==> src/rtl/core/batt_pkg.sv <==
// ----------------------------------------------------------------------------
// batt_pkg
// Shared types and constants for the battery level estimator.
// ----------------------------------------------------------------------------
package batt_pkg;

   localparam int SAMPLE_BITS = 12;
   localparam int LEVEL_BITS  = 7;
   localparam int LOW_BITS    = 4;
   localparam int STEP_BITS   = 3;
   localparam int QUOT_BITS   = 7;
   // 200 * num + den < 2^(SAMPLE_BITS + 8)
   localparam int REM_BITS    = SAMPLE_BITS + 8;
   localparam int DVS_BITS    = SAMPLE_BITS + 1;

   localparam logic [LEVEL_BITS-1:0]  FULL_LEVEL = LEVEL_BITS'(100);
   localparam logic [LOW_BITS-1:0]    LOW_LIMIT  = LOW_BITS'(9);
   localparam logic [LOW_BITS-1:0]    LOW_SAT    = LOW_BITS'(10);
   localparam logic [SAMPLE_BITS-1:0] MIN_RESET  = SAMPLE_BITS'(3000);
   localparam logic [SAMPLE_BITS-1:0] MAX_RESET  = SAMPLE_BITS'(4000);

   localparam logic [STEP_BITS-1:0] SORT_LAST = STEP_BITS'(4);
   localparam logic [STEP_BITS-1:0] DIV_FIRST = STEP_BITS'(QUOT_BITS - 1);

   typedef enum logic {
      CSR_MIN_MV = 1'b0,
      CSR_MAX_MV = 1'b1
   } csr_index_type;

   typedef enum logic [3:0] {
      ST_IDLE,
      ST_SORT,
      ST_MEAN,
      ST_CMP_MAX,
      ST_CMP_MIN,
      ST_SUB_NUM,
      ST_SUB_DEN,
      ST_SETUP,
      ST_DIV,
      ST_FINISH
   } state_type;

   typedef enum logic [1:0] {
      BR_ZERO,
      BR_LOW,
      BR_PCT,
      BR_FULL
   } branch_type;

   typedef struct packed {
      logic [REM_BITS-1:0] op_a;
      logic [REM_BITS-1:0] op_b;
   } alu_in_type;

   typedef struct packed {
      logic                ge;
      logic [REM_BITS-1:0] diff;
   } alu_out_type;

   typedef struct packed {
      logic [SAMPLE_BITS-1:0] min_mv;
      logic [SAMPLE_BITS-1:0] max_mv;
   } csr_type;

endpackage

==> src/rtl/core/batt_req_if.sv <==
// ----------------------------------------------------------------------------
// batt_req_if
// Request channel: one measurement round of four samples.
// ----------------------------------------------------------------------------
interface batt_req_if;
   import batt_pkg::*;

   logic                   valid;
   logic                   ready;
   logic [SAMPLE_BITS-1:0] sample_a;
   logic [SAMPLE_BITS-1:0] sample_b;
   logic [SAMPLE_BITS-1:0] sample_c;
   logic [SAMPLE_BITS-1:0] sample_d;

   modport source (output valid, sample_a, sample_b, sample_c, sample_d, input ready);
   modport sink   (input valid, sample_a, sample_b, sample_c, sample_d, output ready);

endinterface

==> src/rtl/core/batt_rsp_if.sv <==
// ----------------------------------------------------------------------------
// batt_rsp_if
// Response channel: filtered voltage, level and status flags.
// ----------------------------------------------------------------------------
interface batt_rsp_if;
   import batt_pkg::*;

   logic                   valid;
   logic                   ready;
   logic [SAMPLE_BITS-1:0] filtered_millivolts;
   logic [LEVEL_BITS-1:0]  level_percent;
   logic                   level_valid;
   logic                   level_changed;
   logic                   sleep_request;

   modport source (output valid, filtered_millivolts, level_percent, level_valid,
                   level_changed, sleep_request, input ready);
   modport sink   (input valid, filtered_millivolts, level_percent, level_valid,
                   level_changed, sleep_request, output ready);

endinterface

==> src/rtl/core/batt_alu.sv <==
// ----------------------------------------------------------------------------
// batt_alu
// Shared subtract/compare unit used for sorting, range checks and division.
// ----------------------------------------------------------------------------
module batt_alu (
   input  batt_pkg::alu_in_type  alu_in,
   output batt_pkg::alu_out_type alu_out
);
   import batt_pkg::*;

   logic [REM_BITS:0] diff_wide;

   assign diff_wide    = {1'b0, alu_in.op_a} - {1'b0, alu_in.op_b};
   assign alu_out.ge   = ~diff_wide[REM_BITS];
   assign alu_out.diff = diff_wide[REM_BITS-1:0];

endmodule

==> src/rtl/core/batt_seq.sv <==
// ----------------------------------------------------------------------------
// batt_seq
// Sequencer and datapath registers: sort, mean, range check, restoring
// division for the percentage, and state update.
// ----------------------------------------------------------------------------
module batt_seq (
   input  logic                  clock,
   input  logic                  reset,
   input  batt_pkg::csr_type     csr,
   output batt_pkg::alu_in_type  alu_in,
   input  batt_pkg::alu_out_type alu_out,
   batt_req_if.sink              req_bus,
   batt_rsp_if.source            rsp_bus
);
   import batt_pkg::*;

   localparam int PAD = REM_BITS - SAMPLE_BITS;

   state_type              state_ff, state_in;
   branch_type             branch_ff, branch_in;
   logic [STEP_BITS-1:0]   step_ff, step_in;
   logic [SAMPLE_BITS-1:0] samp_ff [4];
   logic [SAMPLE_BITS-1:0] samp_in [4];
   logic [SAMPLE_BITS-1:0] filt_ff, filt_in;
   logic [SAMPLE_BITS-1:0] num_ff, num_in;
   logic [SAMPLE_BITS-1:0] den_ff, den_in;
   logic [REM_BITS-1:0]    rem_ff, rem_in;
   logic [DVS_BITS-1:0]    dvs_ff, dvs_in;
   logic [QUOT_BITS-1:0]   quot_ff, quot_in;
   logic [LEVEL_BITS-1:0]  stored_ff, stored_in;
   logic [LOW_BITS-1:0]    low_ff, low_in;

   logic                   rsp_valid_ff, rsp_valid_in;
   logic [SAMPLE_BITS-1:0] rsp_filt_ff, rsp_filt_in;
   logic [LEVEL_BITS-1:0]  rsp_level_ff, rsp_level_in;
   logic                   rsp_lvalid_ff, rsp_lvalid_in;
   logic                   rsp_changed_ff, rsp_changed_in;
   logic                   rsp_sleep_ff, rsp_sleep_in;

   logic [1:0]             lo_idx, hi_idx;
   logic                   accept;
   logic                   load_rsp;
   logic                   lvl_valid;
   logic                   lvl_changed;
   logic [LOW_BITS-1:0]    low_next;
   logic [SAMPLE_BITS:0]   mid_sum;
   logic [REM_BITS-1:0]    num_ext;

   // compare-exchange pairs of the four-input sorting network
   always_comb begin
      unique case (step_ff)
         3'd0:    begin lo_idx = 2'd0; hi_idx = 2'd1; end
         3'd1:    begin lo_idx = 2'd2; hi_idx = 2'd3; end
         3'd2:    begin lo_idx = 2'd0; hi_idx = 2'd2; end
         3'd3:    begin lo_idx = 2'd1; hi_idx = 2'd3; end
         default: begin lo_idx = 2'd1; hi_idx = 2'd2; end
      endcase
   end

   assign accept   = req_bus.valid && req_bus.ready;
   assign load_rsp = (state_ff == ST_FINISH) && (!rsp_valid_ff || rsp_bus.ready);

   // next state
   always_comb begin
      state_in = state_ff;
      unique case (state_ff)
         ST_IDLE:    if (req_bus.valid) state_in = ST_SORT;
         ST_SORT:    if (step_ff == SORT_LAST) state_in = ST_MEAN;
         ST_MEAN:    state_in = ST_CMP_MAX;
         ST_CMP_MAX: state_in = alu_out.ge ? ST_CMP_MIN : ST_FINISH;
         ST_CMP_MIN: state_in = alu_out.ge ? ST_FINISH : ST_SUB_NUM;
         ST_SUB_NUM: state_in = ST_SUB_DEN;
         ST_SUB_DEN: state_in = ST_SETUP;
         ST_SETUP:   state_in = ST_DIV;
         ST_DIV:     if (step_ff == '0) state_in = ST_FINISH;
         ST_FINISH:  if (load_rsp) state_in = ST_IDLE;
         default:    state_in = ST_IDLE;
      endcase
   end

   // outputs: shared unit operands and request ready
   always_comb begin
      alu_in.op_a     = '0;
      alu_in.op_b     = '0;
      req_bus.ready   = 1'b0;
      unique case (state_ff)
         ST_IDLE:    req_bus.ready = 1'b1;
         ST_SORT: begin
            alu_in.op_a = {{PAD{1'b0}}, samp_ff[hi_idx]};
            alu_in.op_b = {{PAD{1'b0}}, samp_ff[lo_idx]};
         end
         ST_CMP_MAX: begin
            alu_in.op_a = {{PAD{1'b0}}, csr.max_mv};
            alu_in.op_b = {{PAD{1'b0}}, filt_ff};
         end
         ST_CMP_MIN: begin
            alu_in.op_a = {{PAD{1'b0}}, csr.min_mv};
            alu_in.op_b = {{PAD{1'b0}}, filt_ff};
         end
         ST_SUB_NUM: begin
            alu_in.op_a = {{PAD{1'b0}}, filt_ff};
            alu_in.op_b = {{PAD{1'b0}}, csr.min_mv};
         end
         ST_SUB_DEN: begin
            alu_in.op_a = {{PAD{1'b0}}, csr.max_mv};
            alu_in.op_b = {{PAD{1'b0}}, csr.min_mv};
         end
         ST_DIV: begin
            alu_in.op_a = rem_ff;
            alu_in.op_b = {{(REM_BITS-DVS_BITS){1'b0}}, dvs_ff} << step_ff;
         end
         default: ;
      endcase
   end

   // result of the round
   assign lvl_valid   = (branch_ff == BR_FULL) || (branch_ff == BR_PCT);
   assign lvl_changed = lvl_valid && (quot_ff != stored_ff);
   assign low_next    = (low_ff < LOW_SAT) ? low_ff + LOW_BITS'(1) : low_ff;
   assign mid_sum     = {1'b0, samp_ff[1]} + {1'b0, samp_ff[2]};
   assign num_ext     = {{PAD{1'b0}}, num_ff};

   // datapath next values
   always_comb begin
      step_in        = step_ff;
      branch_in      = branch_ff;
      samp_in        = samp_ff;
      filt_in        = filt_ff;
      num_in         = num_ff;
      den_in         = den_ff;
      rem_in         = rem_ff;
      dvs_in         = dvs_ff;
      quot_in        = quot_ff;
      stored_in      = stored_ff;
      low_in         = low_ff;
      rsp_valid_in   = rsp_valid_ff;
      rsp_filt_in    = rsp_filt_ff;
      rsp_level_in   = rsp_level_ff;
      rsp_lvalid_in  = rsp_lvalid_ff;
      rsp_changed_in = rsp_changed_ff;
      rsp_sleep_in   = rsp_sleep_ff;

      if (rsp_valid_ff && rsp_bus.ready) rsp_valid_in = 1'b0;

      unique case (state_ff)
         ST_IDLE: begin
            if (accept) begin
               samp_in[0] = req_bus.sample_a;
               samp_in[1] = req_bus.sample_b;
               samp_in[2] = req_bus.sample_c;
               samp_in[3] = req_bus.sample_d;
               step_in    = '0;
            end
         end
         ST_SORT: begin
            if (!alu_out.ge) begin
               samp_in[lo_idx] = samp_ff[hi_idx];
               samp_in[hi_idx] = samp_ff[lo_idx];
            end
            step_in = step_ff + STEP_BITS'(1);
         end
         ST_MEAN:    filt_in = mid_sum[SAMPLE_BITS:1];
         ST_CMP_MAX: begin
            branch_in = BR_FULL;
            quot_in   = QUOT_BITS'(FULL_LEVEL);
         end
         ST_CMP_MIN: begin
            if (!alu_out.ge) begin
               branch_in = BR_PCT;
               quot_in   = '0;
            end else begin
               branch_in = (filt_ff == '0) ? BR_ZERO : BR_LOW;
            end
         end
         ST_SUB_NUM: num_in = alu_out.diff[SAMPLE_BITS-1:0];
         ST_SUB_DEN: den_in = alu_out.diff[SAMPLE_BITS-1:0];
         ST_SETUP: begin
            // 200 * num + den, divided by 2 * den
            rem_in  = (num_ext << 7) + (num_ext << 6) + (num_ext << 3)
                      + {{PAD{1'b0}}, den_ff};
            dvs_in  = {den_ff, 1'b0};
            step_in = DIV_FIRST;
         end
         ST_DIV: begin
            if (alu_out.ge) begin
               rem_in           = alu_out.diff;
               quot_in[step_ff] = 1'b1;
            end
            step_in = step_ff - STEP_BITS'(1);
         end
         ST_FINISH: begin
            if (load_rsp) begin
               if (lvl_changed) stored_in = quot_ff;
               if (lvl_valid) low_in = '0;
               else if (branch_ff == BR_LOW) low_in = low_next;
               rsp_valid_in   = 1'b1;
               rsp_filt_in    = filt_ff;
               rsp_level_in   = lvl_changed ? quot_ff : stored_ff;
               rsp_lvalid_in  = lvl_valid;
               rsp_changed_in = lvl_changed;
               rsp_sleep_in   = (branch_ff == BR_LOW) && (low_next > LOW_LIMIT);
            end
         end
         default: ;
      endcase
   end

   always_ff @(posedge clock) begin
      if (reset) begin
         state_ff     <= ST_IDLE;
         stored_ff    <= '0;
         low_ff       <= '0;
         rsp_valid_ff <= 1'b0;
      end else begin
         state_ff     <= state_in;
         stored_ff    <= stored_in;
         low_ff       <= low_in;
         rsp_valid_ff <= rsp_valid_in;
      end
   end

   always_ff @(posedge clock) begin
      step_ff        <= step_in;
      branch_ff      <= branch_in;
      samp_ff        <= samp_in;
      filt_ff        <= filt_in;
      num_ff         <= num_in;
      den_ff         <= den_in;
      rem_ff         <= rem_in;
      dvs_ff         <= dvs_in;
      quot_ff        <= quot_in;
      rsp_filt_ff    <= rsp_filt_in;
      rsp_level_ff   <= rsp_level_in;
      rsp_lvalid_ff  <= rsp_lvalid_in;
      rsp_changed_ff <= rsp_changed_in;
      rsp_sleep_ff   <= rsp_sleep_in;
   end

   assign rsp_bus.valid               = rsp_valid_ff;
   assign rsp_bus.filtered_millivolts = rsp_filt_ff;
   assign rsp_bus.level_percent       = rsp_level_ff;
   assign rsp_bus.level_valid         = rsp_lvalid_ff;
   assign rsp_bus.level_changed       = rsp_changed_ff;
   assign rsp_bus.sleep_request       = rsp_sleep_ff;

   a_low_sat: assert property (@(posedge clock) disable iff (reset)
      low_ff <= LOW_SAT)
      else $error("low round counter above saturation");

   a_level_range: assert property (@(posedge clock) disable iff (reset)
      stored_ff <= FULL_LEVEL)
      else $error("stored level above full");

   a_changed_valid: assert property (@(posedge clock) disable iff (reset)
      (rsp_valid_ff && rsp_changed_ff) |-> rsp_lvalid_ff)
      else $error("level change flagged without a level");

   a_sleep_excl: assert property (@(posedge clock) disable iff (reset)
      (rsp_valid_ff && rsp_sleep_ff) |-> (!rsp_lvalid_ff && low_ff > LOW_LIMIT))
      else $error("sleep request without saturated low rounds");

   a_load_idle: assert property (@(posedge clock) disable iff (reset)
      load_rsp |=> (state_ff == ST_IDLE && rsp_valid_ff))
      else $error("result load did not return to idle");

endmodule

==> src/rtl/core/battery_level_estimator.sv <==
// ----------------------------------------------------------------------------
// battery_level_estimator
// Trimmed mean of four samples mapped to a battery percentage.
// ----------------------------------------------------------------------------
// Usage:
//   req_bus carries one round of four millivolt samples; rsp_bus returns one
//   response per request with the filtered voltage, the last reported level
//   and the valid, changed and sleep flags. csr_* writes the min and max
//   thresholds; write them only while no request is in flight.
// Timing:
//   A request skips the division when the filtered value is above max or
//   at or below min or zero; the division runs only when a percentage is
//   computed. All compares and subtractions run through one shared
//   subtract/compare unit: five sorting steps, the range checks, the two
//   subtractions and seven restoring division steps. One request is in flight
//   at a time; the next is accepted the cycle after the response is loaded.
// Reset:
//   Synchronous, active high. Thresholds return to 3000 and 4000 mV, the
//   stored level and low round counter to zero, and no response is pending.
// Backpressure:
//   The response register holds while rsp_bus.ready is low; a finished
//   request waits in the sequencer until the register is free.
// ----------------------------------------------------------------------------
module battery_level_estimator (
   input  logic                             clock,
   input  logic                             reset,
   batt_req_if.sink                         req_bus,
   batt_rsp_if.source                       rsp_bus,
   input  logic                             csr_write_enable,
   input  logic                             csr_index,
   input  logic [batt_pkg::SAMPLE_BITS-1:0] csr_write_data
);
   import batt_pkg::*;

   logic [SAMPLE_BITS-1:0] min_mv_ff, min_mv_in;
   logic [SAMPLE_BITS-1:0] max_mv_ff, max_mv_in;
   csr_type                csr;
   alu_in_type             alu_in;
   alu_out_type            alu_out;

   always_comb begin
      min_mv_in = min_mv_ff;
      max_mv_in = max_mv_ff;
      if (csr_write_enable) begin
         unique case (csr_index_type'(csr_index))
            CSR_MIN_MV: min_mv_in = csr_write_data;
            CSR_MAX_MV: max_mv_in = csr_write_data;
            default:    ;
         endcase
      end
   end

   always_ff @(posedge clock) begin
      if (reset) begin
         min_mv_ff <= MIN_RESET;
         max_mv_ff <= MAX_RESET;
      end else begin
         min_mv_ff <= min_mv_in;
         max_mv_ff <= max_mv_in;
      end
   end

   assign csr.min_mv = min_mv_ff;
   assign csr.max_mv = max_mv_ff;

   batt_alu u_alu (
      .alu_in  (alu_in),
      .alu_out (alu_out)
   );

   batt_seq u_seq (
      .clock   (clock),
      .reset   (reset),
      .csr     (csr),
      .alu_in  (alu_in),
      .alu_out (alu_out),
      .req_bus (req_bus),
      .rsp_bus (rsp_bus)
   );

endmodule
==> src/flat_wrapper.sv <==
// flat-port wrapper written by rule: the top's interface ports become plain ports
module battery_level_estimator_flat import batt_pkg::*;
  (clock, reset, csr_write_enable, csr_index, csr_write_data, req_bus_valid, req_bus_sample_a, req_bus_sample_b, req_bus_sample_c, req_bus_sample_d, req_bus_ready, rsp_bus_valid, rsp_bus_filtered_millivolts, rsp_bus_level_percent, rsp_bus_level_valid, rsp_bus_level_changed, rsp_bus_sleep_request, rsp_bus_ready);
  batt_req_if req_bus_i ();
  batt_rsp_if rsp_bus_i ();
  input  logic clock;
  input  logic reset;
  input  logic csr_write_enable;
  input  logic csr_index;
  input  logic [batt_pkg::SAMPLE_BITS-1:0] csr_write_data;
  input wire logic [$bits(req_bus_i.valid)-1:0] req_bus_valid;
  input wire logic [$bits(req_bus_i.sample_a)-1:0] req_bus_sample_a;
  input wire logic [$bits(req_bus_i.sample_b)-1:0] req_bus_sample_b;
  input wire logic [$bits(req_bus_i.sample_c)-1:0] req_bus_sample_c;
  input wire logic [$bits(req_bus_i.sample_d)-1:0] req_bus_sample_d;
  output wire logic [$bits(req_bus_i.ready)-1:0] req_bus_ready;
  output wire logic [$bits(rsp_bus_i.valid)-1:0] rsp_bus_valid;
  output wire logic [$bits(rsp_bus_i.filtered_millivolts)-1:0] rsp_bus_filtered_millivolts;
  output wire logic [$bits(rsp_bus_i.level_percent)-1:0] rsp_bus_level_percent;
  output wire logic [$bits(rsp_bus_i.level_valid)-1:0] rsp_bus_level_valid;
  output wire logic [$bits(rsp_bus_i.level_changed)-1:0] rsp_bus_level_changed;
  output wire logic [$bits(rsp_bus_i.sleep_request)-1:0] rsp_bus_sleep_request;
  input wire logic [$bits(rsp_bus_i.ready)-1:0] rsp_bus_ready;
  assign req_bus_i.valid = req_bus_valid;
  assign req_bus_i.sample_a = req_bus_sample_a;
  assign req_bus_i.sample_b = req_bus_sample_b;
  assign req_bus_i.sample_c = req_bus_sample_c;
  assign req_bus_i.sample_d = req_bus_sample_d;
  assign req_bus_ready = req_bus_i.ready;
  assign rsp_bus_valid = rsp_bus_i.valid;
  assign rsp_bus_filtered_millivolts = rsp_bus_i.filtered_millivolts;
  assign rsp_bus_level_percent = rsp_bus_i.level_percent;
  assign rsp_bus_level_valid = rsp_bus_i.level_valid;
  assign rsp_bus_level_changed = rsp_bus_i.level_changed;
  assign rsp_bus_sleep_request = rsp_bus_i.sleep_request;
  assign rsp_bus_i.ready = rsp_bus_ready;
  battery_level_estimator u_core (.clock(clock), .reset(reset), .req_bus(req_bus_i), .rsp_bus(rsp_bus_i), .csr_write_enable(csr_write_enable), .csr_index(csr_index), .csr_write_data(csr_write_data));
endmodule
==> config.mk <==
export PLATFORM = sky130hd
export DESIGN_NAME = battery_level_estimator_flat
export DESIGN_NICKNAME = d
export VERILOG_FILES = /design/src/rtl/core/batt_pkg.sv /design/src/rtl/core/batt_req_if.sv /design/src/rtl/core/batt_rsp_if.sv /design/src/rtl/core/batt_alu.sv /design/src/rtl/core/batt_seq.sv /design/src/rtl/core/battery_level_estimator.sv /design/src/flat_wrapper.sv
export SDC_FILE = /design/constraint.sdc
export NUM_CORES = 1
export LEC_CHECK = 0
export CORE_MARGIN = 2
export CORE_UTILIZATION = 60
export CTS_CLUSTER_DIAMETER = 120
export CTS_CLUSTER_SIZE = 40
export DETAILED_ROUTE_END_ITERATION = 10
export DONT_BUFFER_PORTS = 1
export GPL_ROUTABILITY_DRIVEN = 0
export GPL_TIMING_DRIVEN = 1
export HOLD_SLACK_MARGIN = 0.15
export MAX_ROUTING_LAYER = met4
export PLACE_DENSITY_LB_ADDON = 0.08
export RECOVER_POWER = 50
export SLEW_MARGIN = 20
export SYNTH_ARGS = -nofsm -noshare
export SYNTH_HDL_FRONTEND = slang
export SYNTH_HIERARCHICAL = 1
export SYNTH_SLANG_ARGS = --single-unit
==> constraint.sdc <==
create_clock -name clock -period 5.85 [get_ports clock]
set_input_delay 0.585 -clock clock [delete_from_list [all_inputs] [get_ports clock]]
set_output_delay 0.585 -clock clock [all_outputs]
set_load 0.01 [all_outputs]
==> results.cfg <==
[run_status]
outcome = finished, final reports clean

[hold_path]
whs_path_depth = 1
holdCritPathClass = in2reg
worstHoldStart = reset
min_to = u_core/max_mv_ff[4]$_SDFFE_PP0P_

[logic_synthesis]
yosysSeqAreaShare_pct = 43.4
syn_inst = 1229
ys_warn_count = 6
ys_ff_latch = 190
yosys.area.top_type = edfxtp_1
ys_types = 87
syn-num-nets = 1380
syn_avg_cell_area_um2 = 9.94
synth_ff_type = edfxtp_1
async_reset_ff_share_pct = 0
synth_area_leaders = edfxtp_1, ha_1, dfxtp_1
syn-cell-area_mm2 = 0.0122
synth_top_area_share_pct = 36.9
synth-edff-count = 150

[detailed_routing]
drc = 0
first_iter_violations = 1263
dr_total_vias = 9658
drtAntennaViolNets = 0
routedWlPerCell_um = 21.9
totalWireLength_mm = 32.6
avgViaCountPerCell = 6.48
drt_pre_antenna_iters = 6

[placed_design]
io_buffers = 0
pre_cts_ws_ps = 608
dp_hpwl_mm = 24.9

[finish]
area_growth_pct = 6.33
seq_area_mm2 = 0.00531
nFillCells = 1648
antenna_cells = 0
drive_gt1_share_pct = 8.60
fin_nets = 1359
multi_input_area_mm2 = 0.00627

[setup_path]
crit_required_ps = 6050
r2r_cells = 17
critical_path_arrival_ps = 5780
path_class = reg2reg
r2r_setup_slack_ps = 260
reg2reg_to = u_core/u_seq/samp_ff[41]$_DFFE_PP_
critPathLaunchType = flop
path_max_fanout = 18
cp-end-kind = flop
rr_startpoint = u_core/u_seq/state_ff[0]$_SDFFE_PP0P_

[flow_run]
max_cap_viol_count = 0

[sta]
period_needed_ps = 5590
min_period_over_period_pct = 95.5
worst_slew_pin_slew_ps = 1330
setup_viol = 0
report.final.slew_viol_count = 0
rsz0062_at_grt = no
setup_tns_ps = 0
fin_skew_ps = 16.3
layout_setup_ws_ps = 264
hold_viol_final = 0
fmax_ghz = 0.179
relSlewSlack_pct = 11.1

[die]
initial_utilization_pct = 60.8
die_h_um = 147
core_mm2 = 0.0201
fp.dieW_um = 147
rows = 52
io_pins = 90
die_area_mm2 = 0.0215

[clock_tree]
cts_max_level = 4
cts_sinks = 190
cts_made_buffers = 17
clk_path_buf_depth = 2
cts_tree = built
hold_buffers = 0
post_cts_buffers = 0
clk_pin_slew_ps = 80
clk_latency_ps = 440
clockRootBuffer = clkbuf_16
cts.repair.resized = 0

[grt]
grt_use_total_pct = 31.5
antenna_found_initial = 0
grt_pass1_vias = 9042
grt_start_max_net_pins = 52
grt_overflow = 0
grt_pass1_wl_mm = 50.9
flip-flops by register name, indices dropped and copies added, names as in the netlist:
name	flops
u_core/u_seq/stored_ff	7
u_core/u_seq/samp_ff	48
u_core/u_seq/rsp_bus.level_percent	7
u_core/u_seq/den_ff	12
u_core/u_seq/low_ff	4
u_core/u_seq/step_ff	3
u_core/u_seq/state_ff	4
u_core/u_seq/rsp_bus.filtered_millivolts	12
u_core/u_seq/rsp_bus.sleep_request	1
u_core/max_mv_ff	12
u_core/u_seq/rsp_bus.valid	1
u_core/u_seq/filt_ff	12
u_core/u_seq/rsp_bus.level_valid	1
u_core/u_seq/quot_ff	7
u_core/u_seq/rsp_bus.level_changed	1
u_core/u_seq/num_ff	12
u_core/u_seq/branch_ff	2
u_core/u_seq/dvs_ff	12
u_core/min_mv_ff	12
u_core/u_seq/rem_ff	20
metrics by stage:
step | instance area [um2] | instances | hold WS, ps | utilization [%]
2_1_floorplan | 12200 | 1229 | 426 | -
3_3_place_gp | 12400 | 1459 | 434 | 61.8
3_5_place_dp | 12400 | 1459 | 434 | 61.8
4_1_cts | 13000 | 1491 | 192 | 64.8
5_1_grt | 13000 | 1491 | 195 | 64.6
6_report | 13000 | 1491 | 205 | 64.6
worst max-delay path, cell delays in order, from the launching register on:
cell and delay [ps]:
dfxtp_1 750, and3_1 710, clkbuf_1 670, o221a_1 330, o21ai_2 100, nand4_1 150
inv_1 50, ha_1 430, and4_1 250, nand3_1 110, a21oi_2 330, o22ai_2 130
o21ai_0 280, buf_4 220, nor2_1 60, a21oi_1 430, a21oi_1 120, buf_4 220
layer usage:
| metal | up-vias | track usage [%] | wire [um] |
|---|---|---|---|
| met5 | - | - | 0 |
| met4 | 0 | 10.3 | 1000 |
| met3 | 74 | 5.50 | 3040 |
| met2 | 517 | 48.5 | 14800 |
| met1 | 4564 | 42.8 | 13800 |
| li1 | 4503 | - | - |
layout make-up:
type                       count  area share, %
tap                          270           2.60
clock inverter                15           1.29
clock buffer                  17           3.27
inverter                      77           2.22
sequential                   190           40.8
timing repair buffer          28           1.47
multi-input combinational    894           48.3
logic make-up after synthesis:
family | synth area share (%)
mux | 5.28
simple gates | 14.5
xor+xnor | 3.23
compound gates | 18.7
flops | 43.4
fa+ha+maj | 9.75
buf+inv | 5.18
cell usage after synthesis, types with 12 or more instances:
| cell | count |
|---|---|
| o211ai_1 | 16 |
| mux2_2 | 12 |
| nor2_1 | 99 |
| a211oi_1 | 15 |
| buf_2 | 32 |
| o21ai_0 | 52 |
| nand2b_1 | 17 |
| clkbuf_1 | 21 |
| fa_1 | 17 |
| xor2_1 | 18 |
| o221ai_1 | 16 |
| nor3_1 | 13 |
| edfxtp_1 | 150 |
| nand3_1 | 28 |
| a222oi_1 | 14 |
| dfxtp_1 | 40 |
| xnor2_1 | 27 |
| nand2_1 | 142 |
| inv_1 | 74 |
| a31oi_1 | 13 |
| a21oi_1 | 86 |
| mux2i_1 | 51 |
| ha_1 | 68 |
cell usage in the layout, fill, tap and decap left out, drive strengths merged, types with 7 or more instances in the layout:
| cell type | synthesis | layout |
|---|---|---|
| nand3 | 28 | 28 |
| clkinv | 2 | 9 |
| nand2b | 18 | 18 |
| nor3 | 13 | 13 |
| and2 | 13 | 13 |
| inv | 75 | 83 |
| a22oi | 7 | 7 |
| a31oi | 13 | 13 |
| nand4 | 7 | 7 |
| a21oi | 89 | 89 |
| clkbuf | 21 | 22 |
| mux2i | 51 | 51 |
| o21ai | 63 | 63 |
| xor2 | 18 | 18 |
| xnor2 | 27 | 27 |
| nand2 | 146 | 146 |
| o21a | 9 | 9 |
| mux2 | 12 | 12 |
| dfxtp | 40 | 40 |
| nor2 | 102 | 102 |
| o221ai | 17 | 17 |
| o22ai | 9 | 9 |
| nor2b | 8 | 8 |
| a222oi | 14 | 14 |
| ha | 68 | 68 |
| buf | 47 | 23 |
| a211oi | 17 | 17 |
| o221a | 9 | 9 |
| fa | 17 | 17 |
| o211ai | 16 | 16 |
| nand3b | 8 | 8 |
| a21o | 11 | 11 |
| edfxtp | 150 | 150 |
worst max-delay path by stage:
stage                                                    end  slack (ps)  depth (start not counted)                                   from
final                     u_core/u_seq/samp_ff[41]$_DFFE_PP_         260                         17  u_core/u_seq/state_ff[0]$_SDFFE_PP0P_
after floorplan           u_core/u_seq/samp_ff[24]$_DFFE_PP_         650                         22  u_core/u_seq/step_ff[1]$_SDFFCE_PN0P_
after global placement     u_core/u_seq/samp_ff[3]$_DFFE_PP_         720                         19  u_core/u_seq/step_ff[0]$_SDFFCE_PN0P_
after detailed placement  u_core/u_seq/samp_ff[25]$_DFFE_PP_         610                         18  u_core/u_seq/step_ff[2]$_SDFFCE_PN0P_
after CTS                  u_core/u_seq/samp_ff[7]$_DFFE_PP_         580                         19  u_core/u_seq/step_ff[0]$_SDFFCE_PN0P_
after global routing      u_core/u_seq/samp_ff[21]$_DFFE_PP_          90                         17  u_core/u_seq/state_ff[0]$_SDFFE_PP0P_
Power is left out: the tool's default activity adds up to more than one toggle a clock period on the data nets, which glitch-free logic cannot reach.
